==> config.mk <==
export PLATFORM = sky130hd
export DESIGN_NAME = mlsw_queue
export DESIGN_NICKNAME = d
export VERILOG_FILES = /design/src/rtl/mlsw_pkg.sv /design/src/rtl/mlsw_queue.sv
export SDC_FILE = /design/constraint.sdc
export NUM_CORES = 1
export LEC_CHECK = 0
export BUFFER_PORTS_ARGS = -buffer_cell sky130_fd_sc_hd__buf_2
export CORE_UTILIZATION = 40
export DETAILED_ROUTE_END_ITERATION = 16
export HOLD_SLACK_MARGIN = 0.12
export PLACE_DENSITY = 0.75
export SYNTH_ARGS = -nofsm -noshare
export SYNTH_HDL_FRONTEND = slang
export SYNTH_SLANG_ARGS = --single-unit
==> constraint.sdc <==
create_clock -name clock -period 2.4 [get_ports clock]
set_input_delay 0.36 -clock clock [delete_from_list [all_inputs] [get_ports clock]]
set_output_delay 0.36 -clock clock [all_outputs]
set_load 0.05 [all_outputs]
==> src/rtl/mlsw_pkg.sv <==
// shared types and constants for the misaligned load/store word memory
// depends on nothing; imported by every module of the block
`timescale 1ns / 1ps
`default_nettype none

package mlsw_pkg;

   localparam int ADDR_W      = 12;                       // byte address width
   localparam int DATA_W      = 32;                       // memory word width
   localparam int CODE_W      = 3;                        // funct3 width
   localparam int LANE_W      = 2;                        // byte lane offset width
   localparam int WIDX_W      = ADDR_W - LANE_W;          // word index from the address
   localparam int INDEX_SPAN  = 1 << WIDX_W;              // words the address can name
   localparam int IDXF_W      = WIDX_W + 1;               // index incl. spill past the span
   localparam int REQ_TDATA_W = ((CODE_W + ADDR_W + DATA_W + 7) / 8) * 8;
   localparam int QUEUE_DEPTH = 2;

   // access direction
   localparam logic OP_LOAD  = 1'b0;
   localparam logic OP_STORE = 1'b1;

   // access size, funct3[1:0]
   localparam logic [1:0] SIZE_BYTE   = 2'b00;
   localparam logic [1:0] SIZE_HALF   = 2'b01;
   localparam logic [1:0] SIZE_WORD   = 2'b10;
   localparam logic [1:0] SIZE_DOUBLE = 2'b11;

   // what the back end does with an entry
   localparam logic [1:0] KIND_NONE  = 2'b00;             // no memory effect, result 0
   localparam logic [1:0] KIND_LOAD  = 2'b01;
   localparam logic [1:0] KIND_STORE = 2'b10;

   typedef struct packed {
      logic [1:0]        kind;
      logic [1:0]        size;
      logic [LANE_W-1:0] lane;
      logic [IDXF_W-1:0] idx;
      logic [IDXF_W-1:0] nidx;
      logic [DATA_W-1:0] data;
   } mem_access_type;

endpackage

`default_nettype wire

==> src/rtl/mlsw_queue.sv <==
// short queue of decoded accesses between front and back end
// depends on mlsw_pkg
`timescale 1ns / 1ps
`default_nettype none

module mlsw_queue (
   input  logic                     clock,
   input  logic                     reset,
   input  logic                     in_valid,
   output logic                     in_ready,
   input  mlsw_pkg::mem_access_type in_entry,
   output logic                     out_valid,
   input  logic                     out_ready,
   output mlsw_pkg::mem_access_type out_entry
);
   import mlsw_pkg::*;

   localparam int PTR_W = (QUEUE_DEPTH > 1) ? $clog2(QUEUE_DEPTH) : 1;
   localparam int CNT_W = $clog2(QUEUE_DEPTH + 1);

   mem_access_type   slot_ff [QUEUE_DEPTH];
   logic [PTR_W-1:0] wr_ptr_ff, wr_ptr_in;
   logic [PTR_W-1:0] rd_ptr_ff, rd_ptr_in;
   logic [CNT_W-1:0] count_ff, count_in;
   logic             push, pop;

   assign in_ready  = (count_ff != CNT_W'(QUEUE_DEPTH));
   assign out_valid = (count_ff != '0);
   assign push      = in_valid && in_ready;
   assign pop       = out_valid && out_ready;
   assign out_entry = slot_ff[rd_ptr_ff];

   always_comb begin
      wr_ptr_in = wr_ptr_ff;
      rd_ptr_in = rd_ptr_ff;
      count_in  = count_ff;
      if (push) begin
         wr_ptr_in = (wr_ptr_ff == PTR_W'(QUEUE_DEPTH - 1)) ? '0 : wr_ptr_ff + PTR_W'(1);
      end
      if (pop) begin
         rd_ptr_in = (rd_ptr_ff == PTR_W'(QUEUE_DEPTH - 1)) ? '0 : rd_ptr_ff + PTR_W'(1);
      end
      if (push && !pop) count_in = count_ff + CNT_W'(1);
      else if (pop && !push) count_in = count_ff - CNT_W'(1);
   end

   always_ff @(posedge clock) begin
      if (reset) begin
         wr_ptr_ff <= '0;
         rd_ptr_ff <= '0;
         count_ff  <= '0;
      end else begin
         wr_ptr_ff <= wr_ptr_in;
         rd_ptr_ff <= rd_ptr_in;
         count_ff  <= count_in;
      end
   end

   always_ff @(posedge clock) begin
      if (push) slot_ff[wr_ptr_ff] <= in_entry;
   end

   // fill level follows pushes and pops one for one
   a_count_track: assert property (@(posedge clock) disable iff (reset)
      (push && !pop) |=> count_ff == $past(count_ff) + CNT_W'(1))
      else $error("queue count missed a push");

endmodule

`default_nettype wire

; Word-level counts from Yosys, hierarchy flattened
; Memories as Yosys holds them, arrays and structs flattened. A register that Yosys moved wholly into a read port is not among the register bits.
; Cells that the tools add are included.
[op_classes]
n_eq_ne = 1
reduce_logical = 8
addsub = 4
n_mux = 8
[ops]
columns = operator, n
row1 = two-way mux 1 bit, 6
row2 = logical AND 1 bit, 4
row3 = two-way mux 2 bit, 2
row4 = nonzero test 2 bit, 2
row5 = adder 1 bit (second input constant), 2
row6 = adder 2 x 1 -> 2 bit (second input constant), 1
row7 = logical NOT 1 bit, 2
row8 = != test 2 bit (second input constant), 1
row9 = subtractor 2 x 1 -> 2 bit (second input constant), 1
[word_totals]
register_bits = 4
ramBits = 120
memories = 1
[mem_list]
columns = memory, words, width, rd, rd_ports_with_merged_regs, write_ports, line
row1 = slot_ff, 2, 60, 1, 1, 1, mlsw_queue.sv:21  ; mem_access_type slot_ff [QUEUE_DEPTH];

; Depth between registers and ports, before layout
[depth]
word_depth = 6
ltp_mapped = 6

; Least setup slack after synthesis
; Ideal clock, no wire load.
[synth_timing]
kind = reg2reg
from = register count_ff[0]
to = memory slot_ff[1][0] in the netlist's numbering (enable)
period_less_slack_ps = 2872
t_arrival_ps = 2447
setup_ps = 424
slack_ps = -472
path_stages_with_launch = 3
cell_sequence = dfxtp_1 nand2b_1 and3_1
[synth_between]
elab_chain_cells = 4
[synth_rtl]
columns = element, line
row1 = from (decl), mlsw_queue.sv:24  ; logic [CNT_W-1:0] count_ff, count_in;
row2 = from (signal assigned), mlsw_queue.sv:55  ; count_ff <= count_in;
row3 = != test 2 bit, mlsw_queue.sv:27  ; assign in_ready = (count_ff != CNT_W'(QUEUE_DEPTH));
row4 = net in_ready, mlsw_queue.sv:10  ; output logic in_ready,
row5 = logical AND 1 bit, mlsw_queue.sv:29  ; assign push = in_valid && in_ready;
row6 = two-way mux 1 bit, mlsw_queue.sv:60  ; if (push) slot_ff[wr_ptr_ff] <= in_entry;
row7 = two-way mux 1 bit (implied by the code), mlsw_queue.sv:60
row8 = to (decl), mlsw_queue.sv:21
; The timed path passes the listed nets, and every way through them passes these cells.

==> impl_metrics.json <==
{
  "status": "finished clean",
  "port_buffers": 125,
  "cts_resized": 0,
  "routedWlPerCell_um": 15.4,
  "crit_path_end_kind": "output port",
  "grt_pass1_wl_um": 11800,
  "cts.clk_slew.worst_paths_ns": 0.05,
  "fin_util_pct": 54.2,
  "dpl-instance-area_mm2": 0.00535,
  "grt_most_used_layer": "met2",
  "die_w_um": 109,
  "setup_violations": 0,
  "track_usage_pct": 14.0,
  "cts_buffer_depth": 2,
  "rsz0062_at_grt": "no",
  "die_h_um": 109,
  "critPathRequiredTime_ns": 2.04,
  "synth_seq_area_share_pct": 81.6,
  "nFillCells": 896,
  "worst_pin_slew_ns": 0.480,
  "vias": 2348,
  "post-route-drc-count": 0,
  "critPathArrivalTime_ns": 1.77,
  "ctsHoldBuffers": 0,
  "syn_nets": 276,
  "area_growth_pct": 30.6,
  "synthCells": 211,
  "synth_area_mm2": 0.00454,
  "cp-start-kind": "flop",
  "setup_slack_ns": 0.271,
  "slew_violations": 0,
  "p_per_area_mw_per_mm2": 1290,
  "tritoncts": "done",
  "rr_endpoint": "slot_ff[0][50]$_DFFE_PP_",
  "dp_hpwl_um": 5040,
  "finalNetCount": 419,
  "dp_slack_ns": 0.674,
  "cts_inserted_buffers": 17,
  "grt_pass1_vias": 2473,
  "rows": 38,
  "initial_utilization_pct": 41.5,
  "leakagePower_nw": 2.24,
  "min_path_type": "in2reg",
  "num_io_pins": 126,
  "postCtsSetupRepairBufs": 0,
  "cp_max_fo": 35,
  "path_class": "reg2out",
  "ir_worst_vdd_uv": 767,
  "met2_usage_pct": 24.2,
  "r2r_cells": 4,
  "stdcell_area_mm2": 0.00593,
  "syn_avg_cell_area_um2": 21.5,
  "hold_path_depth": 1,
  "synth_seq_cells": 125,
  "r2r_setup_slack_ns": 0.72,
  "drtIter0Drc": 96,
  "antenna_found_initial": 0,
  "grt_max_degree": 36,
  "antenna_left": 0,
  "met1_usage_pct": 14.6,
  "first_pass_iters": 4,
  "drive_gt1_share_pct": 60.8,
  "clk_latency_ns": 0.40,
  "clock-sinks": 125,
  "r2r-start": "count_ff[0]$_SDFFE_PP0P_",
  "total_power_w": 0.00766,
  "antenna_cells": 0,
  "cap_viol_max_count": 0,
  "core_area_mm2": 0.0109,
  "fin_skew_ns": 0.00722,
  "synth_cell_type_count": 17,
  "fmax_mhz": 470,
  "fin_tns_setup_ns": 0,
  "relSlewSlack_pct": 68.0,
  "yosys_warnings": 0,
  "worstHoldStart": "in_entry[6]",
  "htree_levels": 4,
  "period_share_pct": 88.7,
  "cts_root_buffer": "clkbuf_16",
  "grtUsageMet3_pct": 6.15,
  "min_to": "slot_ff[1][6]$_DFFE_PP_",
  "dieArea_mm2": 0.0118,
  "final-hold-violation-count": 0,
  "gp_congestion": 0.653,
  "wirelength_um": 7780,
  "grt-ovfl-total": 0,
  "viasPerCell": 4.63,
  "layout_min_cycle_time_ns": 2.13
}
[layout by cell type, fill, tap and decap left out]
cell,Yosys,routed
or2_2,1,1
clkinvlp_4,0,2
buf_2,7,125
dfxtp_1,5,4
xor2_1,3,3
bufinv_16,0,2
mux2_2,60,60
ha_1,1,1
a21oi_1,2,2
clkinv_2,0,4
a21bo_2,1,1
and3_2,0,1
nor2_1,3,3
or3_1,1,1
dfxtp_2,0,1
and2_1,1,1
buf_4,0,6
nand3b_1,1,1
o21ai_0,2,2
clkbuf_1,0,5
nand2b_1,1,1
edfxtp_1,120,120
clkbuf_8,0,3
clkbuf_16,0,17
[layout make-up]
type	count	area [um2]	area share, %
tap	140	175	2.96
timing repair buffer	131	671	11.3
inverter	1	7.51	0.127
sequential	125	3700	62.5
clock inverter	7	87.6	1.48
multi-input combinational	78	796	13.4
clock buffer	25	485	8.19
[report_power, final]
part	switching (W)	total, W	internal [W]
sequential	0.0000725	0.00280	0.00273
clock	0.000826	0.00243	0.00160
combinational	0.00176	0.00243	0.000670
[Yosys cell counts]
library cell / number / share of area [%]
and2_1: 1 / 0.14
a21bo_2: 1 / 0.22
nand3b_1: 1 / 0.17
a21oi_1: 2 / 0.22
buf_2: 7 / 0.77
xor2_1: 3 / 0.58
mux2_2: 60 / 15
edfxtp_1: 120 / 79
or2_2: 1 / 0.14
and3_1: 1 / 0.14
inv_1: 1 / 0.083
o21ai_0: 2 / 0.22
dfxtp_1: 5 / 2.2
nand2b_1: 1 / 0.14
ha_1: 1 / 0.28
nor2_1: 3 / 0.25
or3_1: 1 / 0.14
[per-layer routing]
layer / part of all wire [%] / routed length, um
met2: 51 / 3990
met4: 1.4 / 108
met1: 41 / 3200
met3: 6.3 / 488
met5: 0 / 0
[worst max-delay path by stage]
| stage | slack [ns] | to | depth (start not counted) |
|---|---|---|---|
| after floorplan | 0.06 | slot_ff[0][0]$_DFFE_PP_ | 3 |
| after global placement | 0.69 | out_entry[2] | 3 |
| after detailed placement | 0.67 | out_entry[2] | 3 |
| after CTS | 0.24 | out_entry[2] | 3 |
| after global routing | 0.19 | out_entry[50] | 3 |
| final | 0.27 | out_entry[47] | 3 |
[registers in the layout, indices dropped and copies added (netlist names), named ones only]
signal     count
count_ff       2
rd_ptr_ff      1
slot_ff      120
wr_ptr_ff      1
[cells by family (layout without fill, tap and decap cells)]
logic type,after synthesis,in the layout,synth area share [%]
flip-flops,125,125,81.6
multiplexers,60,60,14.9
AND/OR/NAND/NOR,9,9,1.10
buffers and inverters,8,164,0.855
AO/OA/AOI/OAI,5,5,0.662
XOR/XNOR,3,3,0.579
adder cells (fa/ha/maj),1,1,0.276
[critical path, stage by stage, from the launching register on]
cell and delay (ns):
dfxtp_2 0.32, buf_4 0.40, mux2_2 0.41, buf_2 0.22
[through the flow]
step                instances  hold WS (ns)
global route              507         0.120
CTS                       507         0.132
detailed placement        475         0.500
global placement          475         0.489
finish                    507         0.149
floorplan                 211         0.429
Power figures use the tool's default switching activity.
