===== config.mk =====
export PLATFORM = sky130hd
export DESIGN_NAME = mlsw_front
export DESIGN_NICKNAME = d
export VERILOG_FILES = /design/src/rtl/mlsw_pkg.sv /design/src/rtl/mlsw_front.sv
export SDC_FILE = /design/constraint.sdc
export NUM_CORES = 1
export LEC_CHECK = 0
export ABC_AREA = 1
export ABC_CLOCK_PERIOD_IN_PS = 5720
export BUFFER_PORTS_ARGS = -buffer_cell sky130_fd_sc_hd__buf_4
export CAP_MARGIN = 20
export CORE_AREA = 4 4 54 92
export CTS_BUF_LIST = sky130_fd_sc_hd__clkbuf_4 sky130_fd_sc_hd__clkbuf_8
export DETAILED_ROUTE_END_ITERATION = 6
export DIE_AREA = 0 0 58 96
export GPL_TIMING_DRIVEN = 1
export PLACE_DENSITY = 0.79
export SYNTH_ARGS = -nofsm -noshare
export SYNTH_HDL_FRONTEND = slang
export SYNTH_SLANG_ARGS = --single-unit

===== constraint.sdc =====
create_clock -name clock -period 5.72 [get_ports clock]
set_input_delay 0.572 -clock clock [delete_from_list [all_inputs] [get_ports clock]]
set_output_delay 0.572 -clock clock [all_outputs]
set_load 0.03 [all_outputs]

===== src/rtl/mlsw_pkg.sv =====
// shared types and constants for the misaligned load/store word memory
// depends on nothing; imported by every module of the block
`timescale 1ns / 1ps
`default_nettype none

package mlsw_pkg;

   localparam int ADDR_W      = 12;                       // byte address width
   localparam int DATA_W      = 32;                       // memory word width
   localparam int CODE_W      = 3;                        // funct3 width
   localparam int LANE_W      = 2;                        // byte lane offset width
   localparam int WIDX_W      = ADDR_W - LANE_W;          // word index from the address
   localparam int INDEX_SPAN  = 1 << WIDX_W;              // words the address can name
   localparam int IDXF_W      = WIDX_W + 1;               // index incl. spill past the span
   localparam int REQ_TDATA_W = ((CODE_W + ADDR_W + DATA_W + 7) / 8) * 8;
   localparam int QUEUE_DEPTH = 2;

   // access direction
   localparam logic OP_LOAD  = 1'b0;
   localparam logic OP_STORE = 1'b1;

   // access size, funct3[1:0]
   localparam logic [1:0] SIZE_BYTE   = 2'b00;
   localparam logic [1:0] SIZE_HALF   = 2'b01;
   localparam logic [1:0] SIZE_WORD   = 2'b10;
   localparam logic [1:0] SIZE_DOUBLE = 2'b11;

   // what the back end does with an entry
   localparam logic [1:0] KIND_NONE  = 2'b00;             // no memory effect, result 0
   localparam logic [1:0] KIND_LOAD  = 2'b01;
   localparam logic [1:0] KIND_STORE = 2'b10;

   typedef struct packed {
      logic [1:0]        kind;
      logic [1:0]        size;
      logic [LANE_W-1:0] lane;
      logic [IDXF_W-1:0] idx;
      logic [IDXF_W-1:0] nidx;
      logic [DATA_W-1:0] data;
   } mem_access_type;

endpackage

`default_nettype wire


===== src/rtl/mlsw_front.sv =====
// front end: takes requests, decodes funct3 and reduces the word index
// depends on mlsw_pkg
`timescale 1ns / 1ps
`default_nettype none

module mlsw_front #(
   parameter int USED_DEPTH = 1024
) (
   input  logic                        clock,
   input  logic                        reset,
   input  logic                        enable,
   input  logic                        in_valid,
   output logic                        in_ready,
   input  logic                        opcode,
   input  logic [mlsw_pkg::CODE_W-1:0] width_code,
   input  logic [mlsw_pkg::ADDR_W-1:0] byte_address,
   input  logic [mlsw_pkg::DATA_W-1:0] store_data,
   output logic                        out_valid,
   input  logic                        out_ready,
   output mlsw_pkg::mem_access_type    out_entry
);
   import mlsw_pkg::*;

   localparam int SPLIT = WIDX_W / 2;

   logic              fr_valid_ff, fr_valid_in;
   logic [1:0]        fr_kind_ff, fr_kind_in;
   logic [1:0]        fr_size_ff;
   logic [LANE_W-1:0] fr_lane_ff;
   logic [WIDX_W-1:0] fr_idx_ff, fr_idx_in;
   logic [DATA_W-1:0] fr_data_ff;
   logic              in_fire;
   logic [WIDX_W-1:0] fin_idx;
   logic [IDXF_W-1:0] nxt_idx;

   assign in_ready = enable && (!fr_valid_ff || out_ready);
   assign in_fire  = in_valid && in_ready;

   // decode
   always_comb begin
      fr_kind_in = KIND_NONE;
      if (opcode == OP_LOAD) begin
         if (width_code[1:0] != SIZE_DOUBLE) fr_kind_in = KIND_LOAD;
      end else begin
         if (!width_code[2] && width_code[1:0] != SIZE_DOUBLE) fr_kind_in = KIND_STORE;
      end
   end

   // upper half of the restoring modulo reduction
   always_comb begin
      fr_idx_in = byte_address[ADDR_W-1:LANE_W];
      for (int k = WIDX_W - 1; k >= SPLIT; k--) begin
         if (32'(fr_idx_in) >= 32'(USED_DEPTH << k))
            fr_idx_in = fr_idx_in - WIDX_W'(USED_DEPTH << k);
      end
   end

   // lower half, then the wrapped next index
   always_comb begin
      fin_idx = fr_idx_ff;
      for (int k = SPLIT - 1; k >= 0; k--) begin
         if (32'(fin_idx) >= 32'(USED_DEPTH << k))
            fin_idx = fin_idx - WIDX_W'(USED_DEPTH << k);
      end
      nxt_idx = {1'b0, fin_idx} + IDXF_W'(1);
      if (32'(nxt_idx) == 32'(USED_DEPTH)) nxt_idx = '0;
   end

   always_comb begin
      fr_valid_in = fr_valid_ff;
      if (in_fire) fr_valid_in = 1'b1;
      else if (out_ready) fr_valid_in = 1'b0;
   end

   always_ff @(posedge clock) begin
      if (reset) begin
         fr_valid_ff <= 1'b0;
      end else begin
         fr_valid_ff <= fr_valid_in;
      end
   end

   always_ff @(posedge clock) begin
      if (in_fire) begin
         fr_kind_ff <= fr_kind_in;
         fr_size_ff <= width_code[1:0];
         fr_lane_ff <= byte_address[LANE_W-1:0];
         fr_idx_ff  <= fr_idx_in;
         fr_data_ff <= store_data;
      end
   end

   assign out_valid       = fr_valid_ff;
   assign out_entry.kind  = fr_kind_ff;
   assign out_entry.size  = fr_size_ff;
   assign out_entry.lane  = fr_lane_ff;
   assign out_entry.idx   = {1'b0, fin_idx};
   assign out_entry.nidx  = nxt_idx;
   assign out_entry.data  = fr_data_ff;

endmodule

`default_nettype wire


Word-level counts from Yosys, hierarchy flattened. Cells that the tools add are included.

Output and inout port bits: 62. Input port bits: 53. Logic and storage cells: 22. Register bits after elaboration: 49.

Eq/ne operators: 2. Add/subtract/negate cells: 1. Muxes and demuxes: 6. Reductions and logical operators: 7.

Operator list (count): 10-bit by 1-bit adder with 11-bit output, second input constant (1); 11-bit equality test, second input constant (1); 11-bit two-way mux (1); 2-bit two-way mux (2); 1-bit logical AND (3); 1-bit two-way mux (3); 1-bit zero test (2); 2-bit != test, second input constant (1); 2-bit nonzero test (1); 1-bit logical OR (1).

Longest topological paths before layout. Gate-level depths: netlist (run 1).

Word-level depth: 5. Mapped depth: 7. Depth with buffers taken out: 7.

Worst setup path before layout (run 1). Ideal clock, no wire load.

Kind: input port to flip-flop. From: input enable. To: register fr_idx_ff[0] (netlist: fin_idx[0]) (enable). Setup time: 0.513 ns. Cell stages on the path: 2. Setup slack: 1.281 ns. Required time: 5.207 ns. Data arrival time: 3.926 ns. Path buffers: 0. Path through: inv_1 -> nor3_1.

Cells in the longest elaborated chain, start to end: 2.

RTL lines: start, declared (RTL line mlsw_front.sv:11) `input logic enable,`; 1-bit logical AND (RTL line mlsw_front.sv:36) `assign in_ready = enable && (!fr_valid_ff || out_ready);`; 1-bit logical AND (RTL line mlsw_front.sv:37) `assign in_fire = in_valid && in_ready;`; end signal, assigned (RTL line mlsw_front.sv:88) `fr_idx_ff <= fr_idx_in;`; end, declared (RTL line mlsw_front.sv:30) `logic [WIDX_W-1:0] fr_idx_ff, fr_idx_in;`.

No other way between the ends. A chain may end at the register's enable or synchronous reset.

==> run summary, run 1 <==
Fillers: 314
Count of max-cap constraint violations: 0
Post-CTS Setup Bufs: 0
Crit Path Category: flop to primary output
Total GRT Usage: 14.58%
Reg-to-Reg Start: out_valid$_SDFFE_PP0P_
Clock network power share: 34.3%
RSZ-0062 raised after global routing: no
I/O Buffers: 113
# H-tree levels: 2
CTS buffer count: 5
Power Dens Cells: 286.4 mW/mm^2
Final setup margin: 3581 ps
Site Rows: 31
Total congestion overflow: 0
Post-Syn Area: 0.001774 sq mm
Clk_lat worst skew: 300 ps
Ant diodes: 0
Leakage: 0.001285 uW
Outcome: finished, final reports clean
Warnings, synthesis: 0
Placed Instances: 276
First-pass GRT wire length: 5.885 mm
Final Hold Fails: 0
Drt first pass iters: 3
CP startpoint: fin_idx[0]$_DFFE_PP_
Die area: 0.005568 sq mm
CTS root buffer: clkbuf_8
Syn-to-layout area delta: 59.73%
Hold WC Path Type: input pin to flop
Clk buf depth: 2
Critical Path AT: 1570 ps
Initial antenna violation count: 0
Most common cell after layout, fill and taps aside: buf_4
Sw frac: 21.66%
Worst setup SP type: flop
Seq pwr share: 51.7%
Pre-CTS setup slack: 3645 ps
Vias in the first global route: 1,249
Initial DRC count: 47
I/O Pins: 115
Dpl cell area: 0.002700 sq mm
Crit-path max FO: 5
Final Max Tran Viols: 0
Crit end category: primary output
Period utilisation layout: 37.39%
Comb pwr share: 14.0%
Die W: 58 um
Internal power: 635.8 uW
Layout Nets: 288
Minimum clock period: 2139 ps
Non-filler cells, final: 284
Final ANT Viol Nets: 0
RePlAce Congestion: 0.7804
Distinct cells, synth: 20
Final wirelength: 4.002 mm
Hpwl dp: 3.289 mm
Most frequent cells in the layout: buf_4, edfxtp_1, nand2_1
Max Freq: 0.4675 GHz
Via density: 4.444
Critical Path End: out_entry[38]
Worst endpoint required time: 5150 ps
DR vias: 1,262
Cts hold-fix bufs: 0
CTS tree: yes
Avg Cell Area, Syn: 15.70 sq um
Yosys reg bits: 49
Proportion of layout cells with a drive suffix above 1: 54.47%
Worst-case reg-to-reg path depth: 5
R2r endpoint: fr_data_ff[14]$_DFFE_PP_
Cells after synthesis: 113
R2R setup slack: 3990 ps
VDD IR max: 0.3011 mV
Post-synthesis net count: 167
Post-cts gate resize count: 0
CORE AREA: 0.004189 sq mm
TritonCTS Sinks: 49
Die Height: 96 um
Setup-failing EPs final: 0
# DRC: 0
Initial cell density of the core: 42.35%
Switching Power: 175.8 uW
Design area: 0.002834 sq mm
Setup TNS: 0 ps
Pin count of the biggest net entering global routing: 32
Clock Skews: 8.502 ps
Sequential area share after synthesis: 82.37%
Drt wl/cell: 14.09 um
Clk slew on worst S/H paths: 90 ps
## registers in the layout (all words and copies together) (netlist names)
signal / count
fin_idx: 10
fr_data_ff: 32
fr_kind_ff: 2
fr_lane_ff: 2
fr_size_ff: 2
out_valid: 1
## per-layer routing
metal  vias to the layer above  routed length, um  track usage, %
met5                         -                  0               0
met2                        62               2273           26.23
met3                        10                399           6.309
met4                         0                125           8.897
met1                       560               1204           12.95
li1                        630                  -               -
## area by class of cell
| type | instances | area [sq um] | share of cell area [%] |
|---|---|---|---|
| clock inverter | 3 | 65.06 | 2.296 |
| timing repair buffer | 115 | 867.1 | 30.60 |
| inverter | 15 | 56.30 | 1.987 |
| sequential | 49 | 1461 | 51.57 |
| clock buffer | 5 | 68.82 | 2.428 |
| tap | 49 | 61.31 | 2.163 |
| multi-input combinational | 48 | 254.0 | 8.962 |
## through the flow
stage / power [uW] / utilization [%] / hold slack (ps)
final: 811.7 / 67.65 / 442.3
after global routing: 842.2 / 67.65 / 426.9
after CTS: 821.1 / 67.65 / 430.6
after detailed placement: 542.9 / 64.46 / 576.3
after global placement: 540.0 / 64.19 / 566.2
after floorplan: 483.4 / - / 670.9
## how the worst min path moves through the flow
stage,start,end,slack (ps),depth (start not counted)
after global routing,store_data[20],fr_data_ff[20]$_DFFE_PP_,430,1
after detailed placement,out_valid$_SDFFE_PP0P_,out_valid$_SDFFE_PP0P_,580,4
final,store_data[27],fr_data_ff[27]$_DFFE_PP_,440,1
after floorplan,byte_address[2],fin_idx[0]$_DFFE_PP_,670,0
after global placement,out_valid$_SDFFE_PP0P_,out_valid$_SDFFE_PP0P_,570,4
after CTS,store_data[15],fr_data_ff[15]$_DFFE_PP_,430,1
## worst max-delay path: stages (launching register included)
cell and delay (ps):
edfxtp_1 430, ha_1 230, nand3_2 120, nor2_2 160, xor2_1 160, buf_4 170
## cell usage after synthesis, drive strengths merged
| master | count | area, sq um |
|---|---|---|
| o21ai | 1 | 5.000 |
| nand4 | 3 | 18.77 |
| nor2 | 10 | 47.55 |
| conb | 1 | 3.750 |
| nand3b | 2 | 15.01 |
| dfxtp | 1 | 20.02 |
| ha | 1 | 12.51 |
| a21oi | 1 | 5.000 |
| xnor2 | 1 | 8.760 |
| buf | 1 | 7.510 |
| nand3 | 3 | 25.02 |
| o22ai | 1 | 6.260 |
| xor2 | 2 | 17.52 |
| nor3 | 1 | 5.000 |
| inv | 15 | 56.30 |
| nand2 | 21 | 78.83 |
| edfxtp | 48 | 1441 |
## power groups by stage
stage | logic (uW) | clock network, uW | registers, uW
after floorplan | 24.4 | 0 | 459
after global placement | 112 | 0 | 428
after detailed placement | 115 | 0 | 428
after CTS | 115 | 286 | 420
after global routing | 121 | 300 | 422
final | 114 | 278 | 420
## cells by family (layout without fill, tap and decap cells)
kind of cell    Yosys count  after routing  share of synthesized area, %
simple gates             40             40                         10.72
buf+inv                  16            138                         3.597
xor+xnor                  3              3                         1.481
compound gates            3              3                        0.9165
flops                    49             49                         82.37
fa+ha+maj                 1              1                        0.7051
other cells               1              1                        0.2114
(Power assumes the default switching activity.)
==> inputs of run 2 (changes only) <==
Settings changed: ABC_CLOCK_PERIOD_IN_PS 5720 to 2000.
Clock period 5.72 ns to 2 ns, I/O delays scaled along.
==> run summary, run 2 (synthesized netlist as in run 1, its figures left out) <==
Outcome: finished, final reports clean (unchanged)
Initial DRC count: 54 (was 47)
Most frequent cells in the layout: buf_4, edfxtp_1, nand2_1 (unchanged)
Worst setup SP type: flop (unchanged)
Layout Nets: 287 (was 288)
Ant diodes: 0 (unchanged)
Post-CTS Setup Bufs: 0 (unchanged)
Crit end category: primary output (unchanged)
Max Freq: 0.5669 GHz
Worst endpoint required time: 1800 ps (was 5150 ps)
Drt first pass iters: 3 (unchanged)
Proportion of layout cells with a drive suffix above 1: 55.13% (was 54.47%)
Clk buf depth: 2 (unchanged)
Die area: 0.005568 sq mm (unchanged)
Post-cts gate resize count: 0 (unchanged)
CORE AREA: 0.004189 sq mm (unchanged)
Largest Register: fr_data_ff (unchanged)
I/O Buffers: 113 (unchanged)
Most common cell after layout, fill and taps aside: buf_4 (unchanged)
# DRC: 0 (unchanged)
Count of max-cap constraint violations: 0 (unchanged)
Hold WC Path Type: input pin to flop (unchanged)
Pin count of the biggest net entering global routing: 47 (was 32)
Final ANT Viol Nets: 0 (unchanged)
Minimum clock period: 1764 ps
Critical Path AT: 1560 ps (was 1570 ps)
Clk_lat worst skew: 290 ps (was 300 ps)
CTS tree: yes (unchanged)
RSZ-0062 raised after global routing: no (unchanged)
First-pass GRT wire length: 6.265 mm (was 5.885 mm)
Final Hold Fails: 0 (unchanged)
CP top delay family: flip-flops (unchanged)
Design area: 0.002831 sq mm (was 0.002834 sq mm)
Dpl cell area: 0.002721 sq mm (was 0.002700 sq mm)
Die Height: 96 um (unchanged)
Initial cell density of the core: 42.35% (unchanged)
Total congestion overflow: 0 (unchanged)
# H-tree levels: 2 (unchanged)
CP Cell Sequence: ha_1 -> nand2_1 -> nor2_1 -> nand2_1 -> nor2_1 -> nand2_1 -> inv_1 -> buf_4 (was ha_1 -> nand3_2 -> nor2_2 -> xor2_1 -> buf_4)
CP peak stage delay: 430 ps (about the same)
CP bufs+invs: 2 (was 1)
Final Max Tran Viols: 0 (unchanged)
Setup-failing EPs final: 0 (unchanged)
Via density: 4.516 (was 4.444)
Setup TNS: 0 ps (unchanged)
Vias in the first global route: 1,290 (was 1,249)
Final wirelength: 4.294 mm (was 4.002 mm)
Crit path top cell by count: nand2_1
VDD IR max: 0.7622 mV (was 0.3011 mV)
TritonCTS Sinks: 49 (unchanged)
Post-Route Utilization: 67.59% (was 67.65%)
Clk slew on worst S/H paths: 90 ps (about the same)
Fin Hold WS: 76.83 ps (was 442.3 ps)
I/O Pins: 115 (unchanged)
Crit Path Category: flop to primary output (unchanged)
Die W: 58 um (unchanged)
CTS root buffer: clkbuf_8 (unchanged)
RePlAce Congestion: 0.7863 (was 0.7804)
Leakage: 0.001269 uW (was 0.001285 uW)
Period utilisation layout: 88.20%
Max FFs per register: 32 (unchanged)
DR vias: 1,278 (was 1,262)
Crit-path max FO: 5 (unchanged)
Total GRT Usage: 15.73% (was 14.58%)
Hpwl dp: 3.459 mm (was 3.289 mm)
CTS buffer count: 5 (unchanged)
Clock Skews: 6.635 ps (was 8.502 ps)
Worst path slowest cell: edfxtp_1 (unchanged)
Drt wl/cell: 15.17 um (was 14.09 um)
Power Dens Cells: 778.3 mW/mm^2 (was 286.4 mW/mm^2)
Initial antenna violation count: 0 (unchanged)
Syn-to-layout area delta: 59.59% (was 59.73%)
Site Rows: 31 (unchanged)
Cts hold-fix bufs: 0 (unchanged)
[run 2: cell count changes in the layout (fill, tap and decap cells not counted), sizes merged]
cell,change
bufinv,-1
buf,-1
clkinvlp,+1
[run 2: per-stage QoR]
step	setup WS [ps]	power [uW]	instances
2_1_floorplan	-78.40	1383	113
3_3_place_gp	560.2	1552	275
3_5_place_dp	541.1	1559	275
4_1_cts	209.1	2233	283
5_1_grt	5.868	2307	283
6_report	235.9	2204	283
[run 2: per-layer routing]
| layer | vias to the layer above | track usage (%) | part of all wire, % |
|---|---|---|---|
| li1 | 628 | - | - |
| met1 | 574 | 16.24 | 33 |
| met2 | 68 | 28.02 | 56 |
| met3 | 8 | 5.235 | 8.2 |
| met4 | 0 | 7.544 | 3.1 |
| met5 | - | 0 | 0 |
[run 2: worst paths after layout]
| kind | startpoint | endpoint | slack [ps] | depth (start not counted) |
|---|---|---|---|---|
| setup / recovery | fin_idx[0]$_DFFE_PP_ | out_entry[42] | 240 | 8 |
| hold / removal | byte_address[0] | fr_lane_ff[0]$_DFFE_PP_ | 80 | 1 |
| setup reg to reg | out_valid$_SDFFE_PP0P_ | fr_data_ff[24]$_DFFE_PP_ | 680 | 4 |
| hold reg to reg | out_valid$_SDFFE_PP0P_ | out_valid$_SDFFE_PP0P_ | 600 | 4 |
[run 2: layout make-up]
| type | instances | area [sq um] |
|---|---|---|
| clock inverters | 3 | 41.29 |
| multi-input cells | 48 | 267.8 |
| clock buffers | 5 | 68.82 |
| inverters | 15 | 58.81 |
| repair buffers | 114 | 868.3 |
| well taps | 49 | 61.31 |
| flip-flops and latches | 49 | 1465 |
| fillers | 314 | 1358 |
[run 2: report_power, final]
group / total (uW) / leakage, uW / switching (uW) / internal (uW)
combinational: 330 / 0.000759 / 186 / 144
sequential: 1200 / 0.000458 / 20.7 / 1180
clock: 673 / 0.0000518 / 305 / 368
total: 2200 / 0.00127 / 512 / 1690
[run 2: worst register-to-register path: stages, from the launching register on]
cell and delay (ps):
dfxtp_4 360, inv_4 60, nor2_4 40, nor3_4 250, buf_12 290
==> inputs of run 3 (changes only) <==
Settings changed: ABC_CLOCK_PERIOD_IN_PS 2000 to 1870, PLACE_DENSITY 0.79 to 0.9.
Clock period 2 ns to 1.87 ns, I/O delays scaled along.
==> run summary, run 3 (synthesized netlist as in run 1, its figures left out) <==
Outcome: finished, final reports clean (unchanged)
Dpl cell area: 0.002716 sq mm (was 0.002721 sq mm)
Layout Nets: 293 (was 287)
Cts hold-fix bufs: 0 (unchanged)
First-pass GRT wire length: 6.479 mm (was 6.265 mm)
Hold WC Path Type: input pin to flop (unchanged)
I/O Pins: 115 (unchanged)
Final Hold Fails: 0 (unchanged)
Pin count of the biggest net entering global routing: 31 (was 47)
Crit-path max FO: 4 (was 5)
Initial DRC count: 76 (was 54)
RePlAce Congestion: 0.8089 (was 0.7863)
Crit Path Category: flop to primary output (unchanged)
I/O Buffers: 113 (unchanged)
Initial cell density of the core: 42.35% (unchanged)
Die area: 0.005568 sq mm (unchanged)
Max FFs per register: 32 (unchanged)
RSZ-0062 raised after global routing: no (unchanged)
Worst setup SP type: flop (unchanged)
Max Freq: 0.5723 GHz
Post-Route Utilization: 67.92% (was 67.59%)
Total congestion overflow: 0 (unchanged)
Crit end category: primary output (unchanged)
Fin Hold WS: 65.09 ps (was 76.83 ps)
Worst endpoint required time: 1680 ps (was 1800 ps)
Power Dens Cells: 782.4 mW/mm^2 (was 778.3 mW/mm^2)
Final wirelength: 4.604 mm (was 4.294 mm)
Critical Path AT: 1560 ps (about the same)
Setup-failing EPs final: 0 (unchanged)
Met3 wire len: 457 um (was 350 um)
Most frequent cells in the layout: buf_4, edfxtp_1, nand2_1 (unchanged)
Final Max Tran Viols: 0 (unchanged)
Most common cell after layout, fill and taps aside: buf_4 (unchanged)
Proportion of layout cells with a drive suffix above 1: 56.67% (was 55.13%)
CTS tree: yes (unchanged)
CTS root buffer: clkbuf_8 (unchanged)
Ant diodes: 0 (unchanged)
Drt first pass iters: 4 (was 3)
Initial antenna violation count: 0 (unchanged)
Via density: 4.716 (was 4.516)
Clk slew on worst S/H paths: 90 ps (about the same)
# DRC: 0 (unchanged)
Clk_lat worst skew: 290 ps (about the same)
Hpwl dp: 3.690 mm (was 3.459 mm)
# H-tree levels: 2 (unchanged)
TritonCTS Sinks: 49 (unchanged)
Leakage: 0.001287 uW (was 0.001269 uW)
Vias in the first global route: 1,363 (was 1,290)
Drt wl/cell: 15.93 um (was 15.17 um)
Final ANT Viol Nets: 0 (unchanged)
Syn-to-layout area delta: 60.37% (was 59.59%)
Max layer used: met4 (unchanged)
Period utilisation layout: 93.45%
Count of max-cap constraint violations: 0 (unchanged)
Largest Register: fr_data_ff (unchanged)
WL met1: 1.429 mm (was 1.407 mm)
Die Height: 96 um (unchanged)
Die W: 58 um (unchanged)
VDD IR max: 0.6485 mV (was 0.7622 mV)
Total GRT Usage: 15.99% (was 15.73%)
Site Rows: 31 (unchanged)
DR vias: 1,363 (was 1,278)
CTS buffer count: 5 (unchanged)
Setup TNS: 0 ps (unchanged)
Clk buf depth: 2 (unchanged)
WL met2: 2.617 mm (was 2.402 mm)
Minimum clock period: 1747 ps
CORE AREA: 0.004189 sq mm (unchanged)
Design area: 0.002845 sq mm (was 0.002831 sq mm)
Clock Skews: 10.39 ps (was 6.635 ps)
[run 3: final cells by class]
class                      instances  area, sq um
clock buffer                       5        68.82
clock inverter                     3        17.52
fill                             307         1344
inverter                          15        58.81
multi-input combinational         48        272.8
sequential                        49         1465
tap                               49        61.31
timing repair buffer             120        900.9
[run 3: metrics by stage]
stage               worst slack [ps]  power, uW  cells
detailed placement             380.1       1669    276
global route                   4.052       2320    289
floorplan                     -208.4       1479    113
CTS                            55.67       2244    284
finish                         122.5       2226    289
global placement               464.2       1657    276
[run 3: final timing paths]
kind	start	to	slack (ps)	depth (start not counted)
hold reg to reg	out_valid$_SDFFE_PP0P_	out_valid$_SDFFE_PP0P_	590	4
setup / recovery	fin_idx[0]$_DFFE_PP_	out_entry[37]	120	6
hold / removal	byte_address[0]	fr_lane_ff[0]$_DFFE_PP_	70	1
setup reg to reg	out_valid$_SDFFE_PP0P_	fr_data_ff[23]$_DFFE_PP_	540	4
[run 3: repair_timing]
item | in CTS | in global routing
setup endpoints to repair | 0 | 3
setup buffers | 0 | 5
resized for setup | 0 | 1
[run 3: per-layer routing]
metal  vias up  track usage, %
li1        640               -
met1       628           14.65
met2        84           30.66
met3        11           4.966
met4         0           7.737
met5         -               0
[run 3: report_power, final]
group          leakage, uW  switching, uW  total (uW)  internal [uW]
Combinational     0.000785            205         363            158
Clock            0.0000439            320         578            258
Sequential        0.000458           23.0        1280           1260
[run 3: critical path, cell delays in order, from the launching register on]
cell and delay [ps]:
edfxtp_1 400, buf_4 140, buf_4 100, nand3_2 140
nor2_4 170, xor2_1 160, buf_4 180
